--- src/hdl/jls_pkg.sv ---
// jls_pkg: shared types and codes for the jacobi linear solver
// request, status and register codes, channel payloads, controller command/status groups
// no dependencies
package jls_pkg;

	typedef enum logic [1:0] {
		REQ_LOAD_MAT = 2'd0,
		REQ_LOAD_RHS = 2'd1,
		REQ_START    = 2'd2,
		REQ_NONE     = 2'd3
	} req_t;

	typedef enum logic [1:0] {
		ST_CONVERGED = 2'd0,
		ST_LIMIT     = 2'd1,
		ST_ZERO_DIAG = 2'd2,
		ST_SPARE     = 2'd3
	} status_t;

	typedef enum logic {
		CFG_STOP_THRESHOLD = 1'b0,
		CFG_MAX_ITERATIONS = 1'b1
	} cfg_idx_t;

	localparam int CfgW = 31;

	typedef struct packed {
		logic [1:0]         req_type;
		logic [3:0]         row;
		logic [3:0]         col;
		logic signed [31:0] value;
	} in_item_t;

	typedef struct packed {
		logic [3:0]         index;
		logic signed [31:0] solution;
		logic               last;
		logic [1:0]         status;
		logic [15:0]        sweeps;
	} out_item_t;

	typedef struct packed {
		logic wr_mat;
		logic wr_rhs;
		logic chk;
		logic zd_clr;
		logic mac_en;
		logic mac_diag;
		logic x_zero;
		logic rhs_rd;
		logic acc_clr;
		logic worst_clr;
		logic div_start;
		logic upd;
		logic out_load;
		logic out_last;
	} cmd_t;

	typedef struct packed {
		logic busy;
		logic div_busy;
		logic zdiag;
		logic conv;
		logic out_free;
	} stat_t;

endpackage

--- src/hdl/jls_ctrl.sv ---
// jls_ctrl: sequencer of the jacobi linear solver
// decodes requests, steps rows, columns, sweeps and output elements
// depends on jls_pkg
module jls_ctrl import jls_pkg::*; #(
	parameter int ORDER = 4
) (
	input  logic                             clk,
	input  logic                             arst_n,
	input  logic                             in_valid,
	output logic                             in_ready,
	input  in_item_t                         in_data,
	input  logic [15:0]                      max_iter,
	input  stat_t                            stat,
	output cmd_t                             cmd,
	output logic [$clog2(ORDER*ORDER)-1:0]   mat_addr,
	output logic [$clog2(ORDER)-1:0]         rhs_addr,
	output logic [$clog2(ORDER):0]           x_raddr,
	output logic [$clog2(ORDER):0]           x_waddr,
	output logic [3:0]                       o_index,
	output logic [1:0]                       o_status,
	output logic [15:0]                      o_sweeps
);
	localparam int AW = $clog2(ORDER*ORDER);
	localparam int IW = $clog2(ORDER);
	localparam logic [IW-1:0] LASTI = IW'(ORDER - 1);

	typedef enum logic [11:0] {
		S_IDLE  = 12'b0000_0000_0001,
		S_ZCHK  = 12'b0000_0000_0010,
		S_ZWAIT = 12'b0000_0000_0100,
		S_ROWB  = 12'b0000_0000_1000,
		S_MAC   = 12'b0000_0001_0000,
		S_DRAIN = 12'b0000_0010_0000,
		S_DIVL  = 12'b0000_0100_0000,
		S_DIVW  = 12'b0000_1000_0000,
		S_UPD   = 12'b0001_0000_0000,
		S_SEND  = 12'b0010_0000_0000,
		S_OUTRD = 12'b0100_0000_0000,
		S_OUTLD = 12'b1000_0000_0000
	} state_t;

	state_t        state_q, state_d;
	logic [IW-1:0] i_q, i_d, j_q, j_d, k_q, k_d;
	logic          bank_q, bank_d, first_q, first_d;
	logic [15:0]   cnt_q, cnt_d, cnt_inc;
	status_t       st_q, st_d;
	logic          accept, row_ok, col_ok;
	logic [IW-1:0] ar, ac;

	assign in_ready = state_q == S_IDLE;
	assign accept   = in_valid && in_ready;
	assign row_ok   = {1'b0, in_data.row} < 5'(ORDER);
	assign col_ok   = {1'b0, in_data.col} < 5'(ORDER);
	assign cnt_inc  = cnt_q + 16'd1;

	always_comb begin
		state_d = state_q;
		i_d     = i_q;
		j_d     = j_q;
		k_d     = k_q;
		bank_d  = bank_q;
		first_d = first_q;
		cnt_d   = cnt_q;
		st_d    = st_q;
		cmd     = '0;
		cmd.x_zero = first_q;
		ar       = i_q;
		ac       = j_q;
		rhs_addr = i_q;
		x_raddr  = {bank_q, j_q};
		unique case (state_q)
			S_IDLE: begin
				ar       = IW'(in_data.row);
				ac       = IW'(in_data.col);
				rhs_addr = IW'(in_data.row);
				if (accept) begin
					case (in_data.req_type)
						REQ_LOAD_MAT: cmd.wr_mat = row_ok && col_ok;
						REQ_LOAD_RHS: cmd.wr_rhs = row_ok;
						REQ_START: begin
							cmd.zd_clr = 1'b1;
							first_d    = 1'b1;
							cnt_d      = '0;
							i_d        = '0;
							state_d    = S_ZCHK;
						end
						default: ;
					endcase
				end
			end
			S_ZCHK: begin
				ac      = i_q;
				cmd.chk = 1'b1;
				if (i_q == LASTI) begin
					i_d     = '0;
					state_d = S_ZWAIT;
				end else begin
					i_d = i_q + IW'(1);
				end
			end
			S_ZWAIT: begin
				if (!stat.busy) begin
					cmd.worst_clr = 1'b1;
					if (stat.zdiag) begin
						st_d    = ST_ZERO_DIAG;
						k_d     = '0;
						state_d = S_OUTRD;
					end else begin
						state_d = S_ROWB;
					end
				end
			end
			S_ROWB: begin
				cmd.rhs_rd  = 1'b1;
				cmd.acc_clr = 1'b1;
				j_d         = '0;
				state_d     = S_MAC;
			end
			S_MAC: begin
				cmd.mac_en   = 1'b1;
				cmd.mac_diag = j_q == i_q;
				if (j_q == LASTI) state_d = S_DRAIN;
				else j_d = j_q + IW'(1);
			end
			S_DRAIN: begin
				if (!stat.busy) state_d = S_DIVL;
			end
			S_DIVL: begin
				cmd.div_start = 1'b1;
				state_d       = S_DIVW;
			end
			S_DIVW: begin
				if (!stat.div_busy) state_d = S_UPD;
			end
			S_UPD: begin
				cmd.upd = 1'b1;
				if (i_q == LASTI) begin
					i_d     = '0;
					state_d = S_SEND;
				end else begin
					i_d     = i_q + IW'(1);
					state_d = S_ROWB;
				end
			end
			S_SEND: begin
				cnt_d         = cnt_inc;
				bank_d        = !bank_q;
				first_d       = 1'b0;
				cmd.worst_clr = 1'b1;
				k_d           = '0;
				if (stat.conv) begin
					st_d    = ST_CONVERGED;
					state_d = S_OUTRD;
				end else if (cnt_inc >= max_iter) begin
					st_d    = ST_LIMIT;
					state_d = S_OUTRD;
				end else begin
					state_d = S_ROWB;
				end
			end
			S_OUTRD: begin
				x_raddr = {bank_q, k_q};
				if (stat.out_free) state_d = S_OUTLD;
			end
			S_OUTLD: begin
				cmd.out_load = 1'b1;
				cmd.out_last = k_q == LASTI;
				if (k_q == LASTI) begin
					state_d = S_IDLE;
				end else begin
					k_d     = k_q + IW'(1);
					state_d = S_OUTRD;
				end
			end
			default: state_d = S_IDLE;
		endcase
	end

	assign mat_addr = AW'(ar) * AW'(ORDER) + AW'(ac);
	assign x_waddr  = {!bank_q, i_q};
	assign o_index  = 4'(k_q);
	assign o_status = st_q;
	assign o_sweeps = cnt_q;

	always_ff @(posedge clk or negedge arst_n) begin
		if (!arst_n) begin
			state_q <= S_IDLE;
			i_q     <= '0;
			j_q     <= '0;
			k_q     <= '0;
			bank_q  <= 1'b0;
			first_q <= 1'b1;
			cnt_q   <= '0;
			st_q    <= ST_CONVERGED;
		end else begin
			state_q <= state_d;
			i_q     <= i_d;
			j_q     <= j_d;
			k_q     <= k_d;
			bank_q  <= bank_d;
			first_q <= first_d;
			cnt_q   <= cnt_d;
			st_q    <= st_d;
		end
	end

endmodule

--- config.mk ---
export PLATFORM = sky130hd
export DESIGN_NAME = jls_ctrl
export DESIGN_NICKNAME = d
export VERILOG_FILES = /design/src/hdl/jls_pkg.sv /design/src/hdl/jls_ctrl.sv
export SDC_FILE = /design/constraint.sdc
export NUM_CORES = 1
export LEC_CHECK = 0
export BUFFER_PORTS_ARGS = -buffer_cell sky130_fd_sc_hd__buf_2
export CORE_MARGIN = 3
export CORE_UTILIZATION = 54
export CTS_BUF_LIST = sky130_fd_sc_hd__clkbuf_8
export DETAILED_ROUTE_END_ITERATION = 16
export PLACE_DENSITY = 0.91
export SLEW_MARGIN = 20
export SYNTH_ARGS = -nofsm -noshare
export SYNTH_HDL_FRONTEND = slang
export SYNTH_SLANG_ARGS = --single-unit
--- constraint.sdc ---
create_clock -name clk -period 4.1 [get_ports clk]
set_clock_uncertainty 0.15 [all_clocks]
set_input_delay 0.615 -clock clk [delete_from_list [all_inputs] [get_ports clk]]
set_output_delay 0.615 -clock clk [all_outputs]
set_load 0.05 [all_outputs]
==> metrics.txt <==
DRT iter0 DRCs=~190; setup TNS=0 ns; Slew Viols, Final=0; antenna-violating nets left=0; Sequential Area=roughly 950 um2; clk sinks=38; clk buf depth=2; Avg Cell Area, Syn=about 9.1 um2; Ports=115; top post-synthesis cells by area=dfrtp_1, ha_1, nand2_1; Max VDD drop=511 uV; gpl congestion=0.869; Site Rows=25; Synth async-reset ratio=1.00; post-synth top area share=0.317; Final Critical Period=around 3.3 ns; critical path data required time=3.34 ns; dpl hpwl=~5200 um; vias in the first global route=approximately 2600; TritonRoute pass-1 iters=4; Switching Share=0.409; Post-synth top flop=dfrtp_1; final hold viol count=0; Fill cells=between 300 and 400; Slew HR=0.437; cell taking the most area after synthesis=dfrtp_1; drt wl/cell=around 16 um; die footprint=about 0.006 mm2; Antenna Cells=0; area occupied by multi-input gates=approximately 0.0017 mm2; Initial Utilization=0.578; Reg power frac=0.372; Tcrit/Tclk final=0.813; EDFF count, synth=0; initial antenna violation count=0; total global-route track usage=0.241; Final nets=between 400 and 500; Critical Path AT=about 2.6 ns; most frequent cells in the layout=buf_2, dfrtp_1, nand2_1; Post-CTS Setup Bufs=0; Clk pwr share=0.254; first-pass GRT wire length=around 12000 um; share of layout cells above drive strength 1=0.288; worst-path fanout max=10; port buffer count=80; Hold WC Path Type=input pin to async pin; GRT Residual Overflow=0; Fmax achieved=~0.3 GHz; Final setup viols=0; Area after DPL=0.00322 mm2; cts repair resizes=0; routed vias=approximately 2600; RSZ-0062 raised after global routing=false; commonest non-fill, non-tap cell in the layout=buf_2; Clock transition at path regs=0.08 ns; Post-Syn Instances=between 300 and 400; CTS Hold Buffers Added=0; Die Y=78.5 um; Seq/Total Area, Yosys=0.336; startpoint types=register; DRC violations left=0; clk root buf=clkbuf_8; synthesized area=approximately 0.0028 mm2; status=completed; CP Class=register to output port; Synth Warn #=0; internal power=about 0.7 mW; average vias per placed instance=roughly 5.8; Slew @ Worst Pin=between 0.8 and 0.9 ns; LEAKAGE=1.83 nW; Cell Pwr Density=roughly 360 mW/mm2; synth unique cells=61; H-tree depth=2; CTS Buf Count=5; Core ar.=around 0.0049 mm2; Area Growth Syn to Fin=17.4%; Final Instance Area=approximately 0.0033 mm2; later-pin clock latency in the skew report=0.29 ns; Sw Pwr=between 0.4 and 0.5 mW; Chip Width=between 70 and 80 um; WL final=between 7000 and 8000 um; largest net degree at the start of global routing=39; Seq cells post-synth=38; Max Cap Viol=0; Logic pwr share=0.374; Setup crit end kind=output port; CTS tree=done
## cells in the mapped netlist (3+ instances only)
master and number:
nor2_1 21, nand2_1 30, dfrtp_1 36, buf_4 8, a211o_1 3, nand2b_1 3
xor2_1 10, a21oi_1 7, ha_1 20, a22o_1 12, inv_1 23, buf_2 5
nor3_1 5, xnor2_1 10, o22ai_1 3, o21ai_0 13, mux2_2 4, and3_1 5
nor4_4 3, nor4b_1 3, o21ai_1 3, nand3_1 14, clkbuf_1 4, a22oi_1 5
nor2b_1 7, nand4_1 7
## path summary, 6_finish.rpt
path	endpoint	start	cells after the start	slack [ns]
setup / recovery	cmd[13]	state_q[5]	6	0.77
hold / removal	o_sweeps[10]	arst_n	1	0.28
setup reg to reg	state_q[10]	o_sweeps[2]	11	0.84
hold reg to reg	o_status[0]	o_status[0]	1	0.36
max in group asynchronous	j_q[1]	arst_n	1	2.99
min in group clk	o_status[0]	stat[1]	2	0.36
## layer usage
metal / GRT usage / vias up / wire length (um)
met3: 0.0493 / 8 / 547
met4: 0.0682 / 0 / 84
met5: 0 / - / 0
met2: 0.411 / 126 / 3320
li1: - / 1262 / -
met1: 0.308 / 1231 / 3070
## cell type report
type | instances | share of cell area
multi-input combinational | 235 | 0.508
sequential | 38 | 0.286
timing repair buffer | 81 | 0.122
clock buffer | 8 | 0.0330
inverter | 23 | 0.0259
tap | 67 | 0.0251
## worst max-delay path, cell delays in order (launching register included)
cell and delay, ns:
dfrtp_1 0.47, nor4_4 0.66, nand4_2 0.31, inv_1 0.26
nand2_1 0.07, nor4_1 0.19, buf_2 0.31
## flip-flops by register name, summed over array words and instances (netlist names)
signal / flops
first_q: 1
bank_q: 1
j_q: 2
o_status: 2
state_q: 12
o_sweeps: 16
k_q: 2
i_q: 2
## cells by family after synthesis
group	Yosys count	share of synthesized area
flip-flops	38	0.336
buffers and inverters	41	0.0696
other	1	0.00132
multiplexers	5	0.0211
adder cells (fa/ha/maj)	20	0.0881
AND/OR/NAND/NOR	123	0.261
AO/OA/AOI/OAI	65	0.161
XOR/XNOR	20	0.0617
## stage by stage
stage	hold WS, ns	utilization	instances	power [mW]	setup slack [ns]
after floorplan	0.169	-	314	0.805	0.148
after CTS	0.307	0.679	452	1.19	0.747
after detailed placement	0.346	0.657	444	0.891	0.960
after global placement	0.327	0.657	444	0.880	1.03
final	0.276	0.679	452	1.19	0.766
after global routing	0.343	0.679	452	1.25	0.549
## power groups by stage
stage,clock (mW),sequential (mW),combinational (mW)
2_1_floorplan,0,0.457,0.347
3_3_place_gp,0,0.446,0.435
3_5_place_dp,0,0.448,0.443
4_1_cts,0.304,0.442,0.447
5_1_grt,0.319,0.448,0.480
6_report,0.303,0.444,0.447
Power figures use the tool's default switching activity.
